==> config.mk <==
export PLATFORM = sky130hd
export DESIGN_NAME = rdf_ctrl
export DESIGN_NICKNAME = d
export VERILOG_FILES = /design/src/sv/rdf_pkg.sv /design/src/sv/rdf_ctrl.sv
export SDC_FILE = /design/constraint.sdc
export NUM_CORES = 1
export LEC_CHECK = 0
export BUFFER_PORTS_ARGS = -buffer_cell sky130_fd_sc_hd__buf_2
export CAP_MARGIN = 15
export CORE_MARGIN = 3
export CORE_UTILIZATION = 35
export CTS_CLUSTER_SIZE = 40
export DETAILED_ROUTE_END_ITERATION = 16
export GPL_TIMING_DRIVEN = 0
export HOLD_SLACK_MARGIN = 0.02
export PLACE_DENSITY = 0.68
export SLEW_MARGIN = 10
export SYNTH_ARGS = -nofsm -noshare
export SYNTH_HDL_FRONTEND = slang
export SYNTH_SLANG_ARGS = --single-unit
==> constraint.sdc <==
create_clock -name clk -period 1.8 [get_ports clk]
set_input_delay 0 -clock clk [delete_from_list [all_inputs] [get_ports clk]]
set_output_delay 0 -clock clk [all_outputs]
set_load 0.05 [all_outputs]
==> src/sv/rdf_pkg.sv <==
// Shared constants, codes and controller/datapath interface types for the
// run-length delta frame decoder. No dependencies.
package rdf_pkg;

    // Frame store geometry.
    localparam int MAX_WIDTH   = 1024;
    localparam int MAX_HEIGHT  = 1024;
    localparam int STORE_DEPTH = MAX_WIDTH * MAX_HEIGHT;
    localparam int STORE_AW    = $clog2(STORE_DEPTH);
    localparam int REM_W       = $clog2(STORE_DEPTH + 1);
    localparam int RUN_W       = REM_W + 1;

    // Field widths.
    localparam int KIND_W     = 2;
    localparam int POS_W      = 10;
    localparam int DIM_W      = 11;
    localparam int CODE_W     = 32;
    localparam int RADDR_W    = 20;
    localparam int PIX_W      = 32;
    localparam int LEFT_W     = 21;
    localparam int DELTA_BITS = 24;
    localparam int CFG_IDX_W  = 1;
    localparam int CHK_W      = ((STORE_AW > RADDR_W) ? STORE_AW : RADDR_W) + 1;

    // Slave-side tdata layout, lowest bits first.
    localparam int LEFT_X_LSB   = 0;
    localparam int TOP_Y_LSB    = LEFT_X_LSB + POS_W;
    localparam int RIGHT_X_LSB  = TOP_Y_LSB + POS_W;
    localparam int BOTTOM_Y_LSB = RIGHT_X_LSB + DIM_W;
    localparam int CODE_LSB     = BOTTOM_Y_LSB + DIM_W;
    localparam int RADDR_LSB    = CODE_LSB + CODE_W;
    localparam int S_USED_W     = RADDR_LSB + RADDR_W;
    localparam int S_TDATA_W    = ((S_USED_W + 7) / 8) * 8;

    // Master-side tdata layout: pixel_value, then pixels_left.
    localparam int M_USED_W  = PIX_W + LEFT_W;
    localparam int M_TDATA_W = ((M_USED_W + 7) / 8) * 8;

    // Item kinds.
    localparam logic [KIND_W-1:0] KIND_RECT = 2'd0;
    localparam logic [KIND_W-1:0] KIND_RUN  = 2'd1;
    localparam logic [KIND_W-1:0] KIND_READ = 2'd2;

    // Register indexes.
    localparam logic [CFG_IDX_W-1:0] REG_FRAME_WIDTH  = 1'b0;
    localparam logic [CFG_IDX_W-1:0] REG_FRAME_HEIGHT = 1'b1;
    localparam logic [DIM_W-1:0]     DIM_RESET        = 11'd1024;

    // Run code and pixel constants.
    localparam logic [7:0]       LONG_CODE  = 8'he0;
    localparam logic [PIX_W-1:0] ALPHA_MASK = 32'hff000000;

    typedef struct packed {
        logic clear_step;
        logic take_item;
        logic rect_clamp;
        logic rect_mult;
        logic run_setup;
        logic run_read;
        logic run_write;
        logic pix_read;
        logic finish;
    } rdf_cmd_t;

    typedef struct packed {
        logic clear_last;
        logic run_empty;
        logic run_last;
        logic out_busy;
    } rdf_status_t;

endpackage

==> src/sv/rdf_ctrl.sv <==
// Sequencing state machine of the frame decoder: store clear, item dispatch,
// per-pixel read-modify-write steps and result hand-off. Depends on rdf_pkg.
module rdf_ctrl (
    input  logic                 clk,
    input  logic                 rst_n,
    input  logic                 in_valid,
    input  logic [1:0]           in_kind,
    input  rdf_pkg::rdf_status_t status,
    output rdf_pkg::rdf_cmd_t    cmd,
    output logic                 in_ready
);
    import rdf_pkg::*;

    typedef enum logic [8:0] {
        ST_CLEAR      = 9'b000000001,
        ST_IDLE       = 9'b000000010,
        ST_RECT_CLAMP = 9'b000000100,
        ST_RECT_MULT  = 9'b000001000,
        ST_RUN_SETUP  = 9'b000010000,
        ST_RUN_READ   = 9'b000100000,
        ST_RUN_WRITE  = 9'b001000000,
        ST_PIX_READ   = 9'b010000000,
        ST_FINISH     = 9'b100000000
    } state_t;

    state_t state_reg;
    state_t state_next;

    always_ff @(posedge clk or negedge rst_n)
    begin
        if (!rst_n)
        begin
            state_reg <= ST_CLEAR;
        end
        else
        begin
            state_reg <= state_next;
        end
    end

    assign in_ready = (state_reg == ST_IDLE);

    always_comb
    begin
        state_next = state_reg;
        cmd        = '0;
        case (state_reg)
            ST_CLEAR:
            begin
                cmd.clear_step = 1'b1;
                if (status.clear_last)
                begin
                    state_next = ST_IDLE;
                end
            end
            ST_IDLE:
            begin
                if (in_valid)
                begin
                    cmd.take_item = 1'b1;
                    case (in_kind)
                        KIND_RECT: state_next = ST_RECT_CLAMP;
                        KIND_RUN:  state_next = ST_RUN_SETUP;
                        KIND_READ: state_next = ST_PIX_READ;
                        default:   state_next = ST_FINISH;
                    endcase
                end
            end
            ST_RECT_CLAMP:
            begin
                cmd.rect_clamp = 1'b1;
                state_next     = ST_RECT_MULT;
            end
            ST_RECT_MULT:
            begin
                cmd.rect_mult = 1'b1;
                state_next    = ST_FINISH;
            end
            ST_RUN_SETUP:
            begin
                cmd.run_setup = 1'b1;
                state_next    = ST_RUN_READ;
            end
            ST_RUN_READ:
            begin
                if (status.run_empty)
                begin
                    state_next = ST_FINISH;
                end
                else
                begin
                    cmd.run_read = 1'b1;
                    state_next   = ST_RUN_WRITE;
                end
            end
            ST_RUN_WRITE:
            begin
                cmd.run_write = 1'b1;
                state_next    = status.run_last ? ST_FINISH : ST_RUN_READ;
            end
            ST_PIX_READ:
            begin
                cmd.pix_read = 1'b1;
                state_next   = ST_FINISH;
            end
            ST_FINISH:
            begin
                if (!status.out_busy)
                begin
                    cmd.finish = 1'b1;
                    state_next = ST_IDLE;
                end
            end
            default:
            begin
                state_next = ST_CLEAR;
            end
        endcase
    end

endmodule

==> results.md, run 1 <==
- Run status: complete, no violations
- Design Power: 1.20 mW
- Effective utilization at floorplan: 39.6%
- Die Ht: 51.8 um
- Crit Reg-Reg Endpoint: state_reg[6]
- Setup_tns: 0 ps
- Chip width: between 50 and 60 um
- Final Hold Vio Count: 0
- Worst-path clk slew: roughly 70 ps
- Setup Viol. Count Final: 0
- GR Overflow Total: 0
- Static Leak: ~0.49 nW
- Crit path capture type: primary output
- Core area: 0.00186 mm^2
- R2r setup slk: about 190 ps
- GRT Total Usage: around 14%
- TritonCTS Buffers: 3
- Period utilisation layout: 98.2%
- Worst-Margin Slew: about 350 ps
- Area share of the largest cell type after synthesis: approximately 27%
- Drt pass-1 iters: 4
- Register area share after synthesis: 30.8%
- Number of global-route vias before repair: about 670
- Startpoint Class: flip-flop
- Max stage delay on crit path: 470 ps
- Deepest clock path buffer count: 2
- Post-Place Cells: 117
- Max-capacitance violation count: 0
- Final non-filler cell area: roughly 0.0010 mm^2
- Syn_nets: 83
- Nets@finish: 117
- Layout cells sized above 1: a little over half
- Syn Inst Count: 74
- Skew-Pair Late Insertion Delay: roughly 260 ps
- Cell variety after synth: 44
- CP Data Arrival Time: 1770 ps
- Cell Chain, Critical Path: nor4_4, nand2_2, nor4b_4, buf_6
- CP startpoint: state_reg[1]
- Wire per inst: ~14 um
- TritonCTS clock tree: built
- Fill count: approximately 150
- Count of standard-cell rows: 15
- Hold WC Path Type: primary input to flip-flop
- Slew headroom: about 76%
- Global-route wire length before repair: 2980 um
- DRT antenna net count: 0
- Crit path to: cmd[4]
- Wirelength, routed: roughly 1900 um
- Worst r2r path cells: 4
- Max VDD drop: between 0.8 and 0.9 mV
- Gpl congestion: ~0.75
- Top library cells by usage in the layout, fill and taps aside: buf_2 (14), buf_4 (11), nor2_1 (5), dlygate4sd3_1 (5), dfrtp_1 (5)
- Number of port buffers: 18
- Top cells by area, synth: dfrtp_1 (27%), dfstp_2 (3.6%), nor2_1 (3.6%)
- CTS sink count: 9
- CP max stage cell: dfrtp_2
- Finished Layout Cells: approximately 130
- Io pins: 19
- Crit Reg-Reg Startpoint: state_reg[1]
- YS warnings: 0
- Avg Cell Area, Syn: approximately 9.9 um^2
- Reg area: 230 um^2
- Area delta synth->final: 40.0%
- Hold slack: approximately 22 ps
- Post-route DRC violation count: 0
- Vias: 720
- Initial detailed-routing violation count: 20
- Crit path required time: roughly 1800 ps
- Crit path max fanout: 5
- Yosys reg bits: 9
- Maximum clock frequency: 0.566 GHz
- Max Slew Vio Count: 0
- Setup CP Type: flip-flop to primary output
- Post-Syn Area: between 700 and 800 um^2
- Post-placement cell area: slightly below 900 um^2
- Most common cell after layout, fill and taps aside: buf_2
- RSZ-0062 raised after global routing: true
- Multi-input gate area: around 500 um^2
- Setup Skew: 8.46 ps
- DR vias/cell: 5.45
- Power Density: roughly 1200 mW/mm^2
- Largest net degree at the start of global routing: 11
- # diodes: 0
- Crit path time final: 1770 ps
- Initial antenna violation count: 0
- Die area: 0.00269 mm^2
- H-tree Lvls: 1
- Max reg flops: 9
- Hpwl dp: between 1000 and 1500 um
- Area leader, netlist: dfrtp_1
- Root Buffer: clkbuf_4
## what timing repair did
item                                   in CTS  in global routing
setup endpoints to repair                   4                  5
gates resized for setup                     5                  8
gates cloned                                0                  0
pin swaps                                   0                  4
endpoints found under the hold margin      14                  0
buffers inserted                            0                  8
hold buffers                                5                  0
## per-stage QoR
stage          setup slack [ps]  util [%]
2_1_floorplan              -121         -
3_3_place_gp                224      46.7
3_5_place_dp                219      46.7
4_1_cts                   -9.52      51.9
5_1_grt                   -52.2      55.4
6_report                   32.9      55.4
## worst max-delay path, delay by kind of cell, from the launching register on
family,cells,cell delay (ps)
flip-flops,1,470
buffers and inverters,1,200
AND/OR/NAND/NOR,3,840
## cells by family after synthesis
family / count (synthesis) / share of synthesized area, %
and+or+nand+nor: 41 / 44.6
DFF: 9 / 30.8
xor gates and xnor gates: 4 / 4.76
buffers and inverters: 6 / 4.25
AOI/OAI and AO/OA: 14 / 15.6
## Yosys cell counts (all sizes together)
cell type,count
nor2,9
dfrtp,8
nand2,5
o21ai,5
nor4b,4
and3,3
inv,3
nand3b,3
nor3,3
xor2,3
and3b,2
buf,2
nor3b,2
nor4,2
o31ai,2
a21o,1
a221oi,1
a31oi,1
and4b,1
clkbuf,1
dfstp,1
nand2b,1
nand3,1
nand4,1
nand4b,1
nor2b,1
o2111ai,1
o211ai,1
o21a,1
o311ai,1
or2,1
or3,1
xnor2,1
## worst min path at each step
stage	from	to	slack, ps	cells past startpoint
floorplan	rst_n	state_reg[1]	-300	0
finish	status[1]	state_reg[5]	20	3
CTS	status[1]	state_reg[5]	30	3
global placement	rst_n	state_reg[1]	-130	1
global route	status[1]	state_reg[5]	40	3
detailed placement	rst_n	state_reg[3]	-130	1
## metal layers
layer | share of wire (%) | vias to the layer above | track usage (%)
li1 | - | 341 | -
met1 | 41 | 343 | 19.5
met2 | 51 | 32 | 22.6
met3 | 7.2 | 4 | 2.29
met4 | 1.4 | 0 | 4.37
met5 | 0 | - | 0
## report_power, final
part / switching [mW] / total, mW / internal [mW]
clock: 0.0772 / 0.163 / 0.0855
sequential: 0.0849 / 0.330 / 0.246
combinational: 0.387 / 0.704 / 0.318
## final cells by class
class                           count  area share (%)
Inverter                            3            1.09
Tap cell                           25            3.04
Multi-Input combinational cell     59            49.5
Sequential cell                     9            22.4
Timing Repair Buffer               31            21.0
Buffer                              1           0.486
Clock buffer                        4            2.55
(Power assumes the default switching activity.)
==> inputs of run 2 (changes only) <==
--- a/config.mk
+++ b/config.mk
@@ -13,7 +13,7 @@
 export DETAILED_ROUTE_END_ITERATION = 16
 export GPL_TIMING_DRIVEN = 0
 export HOLD_SLACK_MARGIN = 0.02
-export PLACE_DENSITY = 0.68
+export PLACE_DENSITY_LB_ADDON = 0.12
 export SLEW_MARGIN = 10
 export SYNTH_ARGS = -nofsm -noshare
 export SYNTH_HDL_FRONTEND = slang
==> run 2 against run 1 <==
Hold slack improved by 20 ps. Clock skew fell by 7.9 ps. Global-route usage rose by 0.31 points. Die area did not move. Highest routed layer unchanged.
==> results.md, run 2 (same netlist as run 1, synthesis figures left out) <==
- Crit path required time: between 1500 and 2000 ps
- Core area: 0.00186 mm^2
- Skew-Pair Late Insertion Delay: roughly 250 ps
- R2r setup slk: between 200 and 250 ps
- GR Overflow Total: 0
- Io pins: 19
- Global-route wire length before repair: 2990 um
- Worst slack, placed: 205 ps
- Layout cells sized above 1: a little over half
- Post-route DRC violation count: 0
- Hold WC Path Type: primary input to flip-flop
- Crit path capture type: primary output
- CTS sink count: 9
- Crit path max fanout: 6
- Period utilisation layout: a little over nine tenths
- Largest net degree at the start of global routing: 11
- Die Ht: between 50 and 60 um
- Setup CP Type: flip-flop to primary output
- Setup_tns: 0 ps
- TritonCTS Buffers: 3
- Hpwl dp: 1280 um
- Finished Layout Cells: approximately 130
- Root Buffer: clkbuf_4
- Hold slack: 42.9 ps
- Max VDD drop: roughly 0.95 mV
- Initial detailed-routing violation count: 10
- DRT antenna net count: 0
- DR vias/cell: 5.17
- Number of port buffers: 18
- Static Leak: 0.497 nW
- RSZ-0062 raised after global routing: true
- Fill count: 178
- Most common cell after layout, fill and taps aside: buf_2
- Setup Viol. Count Final: 0
- CP Data Arrival Time: 1720 ps
- Crit Reg-Reg Startpoint: state_reg[5]
- GRT Total Usage: around 15%
- Gpl congestion: between 0.7 and 0.8
- Multi-input gate area: between 500 and 600 um^2
- Crit path time final: approximately 1700 ps
- Crit Reg-Reg Endpoint: state_reg[0]
- Startpoint Class: flip-flop
- Deepest clock path buffer count: 2
- Worst-Margin Slew: between 300 and 400 ps
- Drt pass-1 iters: 4
- # diodes: 0
- Run status: complete, no violations
- Max Slew Vio Count: 0
- Worst r2r path cells: 6
- Count of standard-cell rows: 15
- TritonCTS clock tree: built
- Max-capacitance violation count: 0
- Effective utilization at floorplan: 39.6%
- Slew headroom: 76.0%
- Final worst slack: between 80 and 90 ps
- Top library cells by usage in the layout, fill and taps aside: buf_2 (14), buf_4 (11), nor2_1 (5), dlygate4sd3_1 (5)
- Hold path cells: 3
- Maximum clock frequency: roughly 0.58 GHz
- Wirelength, routed: 1830 um
- Worst-path clk slew: roughly 50 ps
- Final Hold Vio Count: 0
- Number of global-route vias before repair: ~660
- Power Density: ~1100 mW/mm^2
- Area delta synth->final: 44.0%
- Post-Place Cells: 117
- CP startpoint: state_reg[1]
- Max reg flops: 9
- Die area: ~0.0027 mm^2
- Crit path to: cmd[4]
- Design Power: around 1.2 mW
- Vias: 688
- Nets@finish: 118
- Chip width: a little over 50 um
- Wire per inst: 13.7 um
- Initial antenna violation count: 0
- Setup Skew: between 0.5 and 0.6 ps
- H-tree Lvls: 1
- Reg area: around 230 um^2
-- run 2: how the worst min path moves through the flow --
stage                     startpoint            to  slack (ps)
after floorplan                rst_n  state_reg[1]        -300
after global placement         rst_n  state_reg[4]        -140
after detailed placement       rst_n  state_reg[4]        -140
after CTS                  status[1]  state_reg[5]          30
after global routing        in_valid  state_reg[7]          60
final                      status[1]  state_reg[5]          40
-- run 2: power by group --
| group | switching [mW] | internal (mW) | total [mW] |
|---|---|---|---|
| Combinational | 0.410 | 0.320 | 0.730 |
| Sequential | 0.0879 | 0.246 | 0.334 |
| Clock | 0.0600 | 0.0847 | 0.145 |
| Total | 0.558 | 0.651 | 1.21 |
-- run 2: stage by stage --
step / area [um^2] / utilization [%]
after floorplan: 747 / -
after global placement: 868 / 46.7
after detailed placement: 868 / 46.7
after CTS: 967 / 52.1
after global routing: 1060 / 57.0
final: 1060 / 57.0
-- run 2: critical path: stages (launching register included) --
cell,delay [ps]
dfrtp_2,460
nor4_4,400
nand2_2,140
nor4b_4,270
buf_6,200
-- run 2: cell type report --
| cell class | instances | area share [%] |
|---|---|---|
| multi-input combinational | 59 | 49.7 |
| clock buffer | 4 | 2.48 |
| inverter | 3 | 1.06 |
| buffer | 1 | 0.472 |
| sequential | 9 | 21.8 |
| tap | 25 | 2.95 |
| timing repair buffer | 32 | 21.5 |
-- run 2: what timing repair did --
item,CTS,global route
endpoints found under the hold margin,14,0
buffers inserted,0,9
resized for setup,7,10
pin swaps,0,7
endpoints found under the setup margin,4,7
hold buffers,5,0
-- run 2: per-layer routing --
layer	part of all wire (%)	track usage, %	up-vias	wire length (um)
met2	47	22.4	12	851
met1	50	20.6	324	921
met4	0.38	5.24	0	7
met3	2.6	1.72	2	47
li1	-	-	350	-
met5	0	0	-	0
==> inputs of run 3 (changes only) <==
--- a/config.mk
+++ b/config.mk
@@ -13,7 +13,7 @@
 export DETAILED_ROUTE_END_ITERATION = 16
 export GPL_TIMING_DRIVEN = 0
 export HOLD_SLACK_MARGIN = 0.02
-export PLACE_DENSITY_LB_ADDON = 0.12
+export PLACE_DENSITY = 0.65
 export SLEW_MARGIN = 10
 export SYNTH_ARGS = -nofsm -noshare
 export SYNTH_HDL_FRONTEND = slang
==> run 3 against run 2 <==
Via count grew 3.3%. Clock power grew 10%. First-iteration DRC count grew 10%. Non-clock buffer count grew 1. Hold slack lost 17 ps. Die area is the same. Clock skew grew 1.2 ps.
==> results.md, run 3 (same netlist as run 1, synthesis figures left out) <==
- Run status: complete, no violations
- Worst-path clk slew: around 60 ps
- Chip width: 51.8 um
- Fill count: 150
- Cell Chain, Critical Path: nor4_4, nand2_2, nor4b_4, buf_6
- Hold slack: 26.1 ps
- Setup Skew: 1.82 ps
- Final non-filler cell area: 0.00109 mm^2
- Crit path required time: between 1500 and 2000 ps
- Maximum clock frequency: 0.573 GHz
- Startpoint Class: flip-flop
- Hold WC Path Type: primary input to flip-flop
- Nets@finish: approximately 120
- Io pins: 19
- Number of global-route vias before repair: 660
- Die area: roughly 0.0027 mm^2
- Static Leak: 0.511 nW
- Setup_tns: 0 ps
- DR vias/cell: 5.31
- GRT Total Usage: 14.1%
- Vias: between 700 and 800
- Crit path time final: between 1500 and 2000 ps
- Hold path startpoint: in_valid
- Max-capacitance violation count: 0
- Root Buffer: clkbuf_4
- Global-route wire length before repair: approximately 2900 um
- Largest net degree at the start of global routing: 11
- Wire per inst: approximately 14 um
- CP max stage cell: dfrtp_2
- Setup CP Type: flip-flop to primary output
- Wirelength, routed: about 1800 um
- DRT antenna net count: 0
- CP startpoint: state_reg[1]
- H-tree Lvls: 1
- Max Slew Vio Count: 0
- Final Hold Vio Count: 0
- CTS sink count: 9
- Post-route DRC violation count: 0
- Number of port buffers: 18
- Count of standard-cell rows: 15
- GR Overflow Total: 0
- Most common cell after layout, fill and taps aside: buf_2
- Crit path max fanout: 5
- Die Ht: 51.8 um
- Hpwl dp: 1210 um
- Core area: between 0.0015 and 0.002 mm^2
- TritonCTS Buffers: 3
- Effective utilization at floorplan: 39.6%
- Post-placement cell area: between 800 and 900 um^2
- Top library cells by usage in the layout, fill and taps aside: buf_2 (14), buf_4 (10), dlygate4sd3_1 (6)
- Crit path capture type: primary output
- CP Data Arrival Time: 1740 ps
- Initial antenna violation count: 0
- Crit path max-delay family: simple AND/OR/NAND/NOR gates
- Power Density: 1180 mW/mm^2
- Deepest clock path buffer count: 2
- Worst path depth: 4
- Hold path cells: 3
- Crit Reg-Reg Startpoint: state_reg[0]
- Slew headroom: 79.0%
- Max stage delay on crit path: approximately 470 ps
- Drt pass-1 iters: 4
- Bufs and invs on worst path: 1
- Max reg flops: 9
- Max VDD drop: 0.806 mV
- Skew-Pair Late Insertion Delay: approximately 260 ps
- Worst r2r path cells: 7
- Area delta synth->final: 47.8%
- Gpl congestion: 0.823
- Initial detailed-routing violation count: 11
- Period utilisation layout: between 90% and 100%
- Worst-Margin Slew: between 300 and 400 ps
- TritonCTS clock tree: built
- Setup Viol. Count Final: 0
- Layout cells sized above 1: a little over half
- # diodes: 0
==> run 3: changes by cell type in the layout (fill, tap and decap cells not counted), sizes merged <==
cell         before  now
dlygate4sd3       5    6
==> run 3: worst min-delay path, delay by kind of cell <==
family        cells  cell delay, ps
buf+inv           1             110
simple gates      2             150
==> run 3: final timing paths <==
| kind | slack (ps) | endpoint |
|---|---|---|
| max in group asynchronous | 1430 | state_reg[0] |
| hold / removal | 30 | state_reg[7] |
| min in group asynchronous | 120 | state_reg[8] |
| hold reg to reg | 630 | state_reg[0] |
| setup reg to reg | 170 | state_reg[0] |
| setup / recovery | 60 | cmd[4] |
==> run 3: metal layers <==
metal	part of all wire, %	GRT usage, %	vias up
met5	0	0	-
met4	2.3	7.42	0
met3	3.6	2.01	6
met2	47	21.5	15
met1	47	18.9	343
li1	-	-	347
==> run 3: final cells by class <==
| class | instances | area, um^2 | share of cell area (%) |
|---|---|---|---|
| clock buffer | 4 | 26.3 | 2.42 |
| timing repair buffer | 33 | 241 | 22.2 |
| inverter | 3 | 11.3 | 1.04 |
| buffer | 1 | 5.00 | 0.460 |
| multi-input combinational | 59 | 541 | 49.7 |
| tap | 25 | 31.3 | 2.88 |
| sequential | 9 | 231 | 21.3 |
==> run 3: stage by stage <==
stage	power, mW	std cells	utilization (%)	worst slack [ps]
finish	1.29	134	58.5	56.1
detailed placement	0.943	117	46.7	200
global placement	0.934	117	46.7	215
CTS	1.15	128	52.9	0.619
floorplan	0.830	74	-	-121
global route	1.38	134	58.5	-24.6
==> run 3: power breakdown <==
group / internal [mW] / switching, mW / total (mW)
Combinational: 0.378 / 0.426 / 0.804
Sequential: 0.246 / 0.0771 / 0.323
Clock: 0.0857 / 0.0743 / 0.160
Total: 0.709 / 0.578 / 1.29
==> run 3: what timing repair did <==
item | in CTS | in global routing
hold buffers | 6 | 0
buffers inserted | 1 | 8
pin swaps | 2 | 4
cloned | 0 | 0
endpoints found under the hold margin | 15 | 0
endpoints found under the setup margin | 4 | 5
resized for setup | 6 | 14
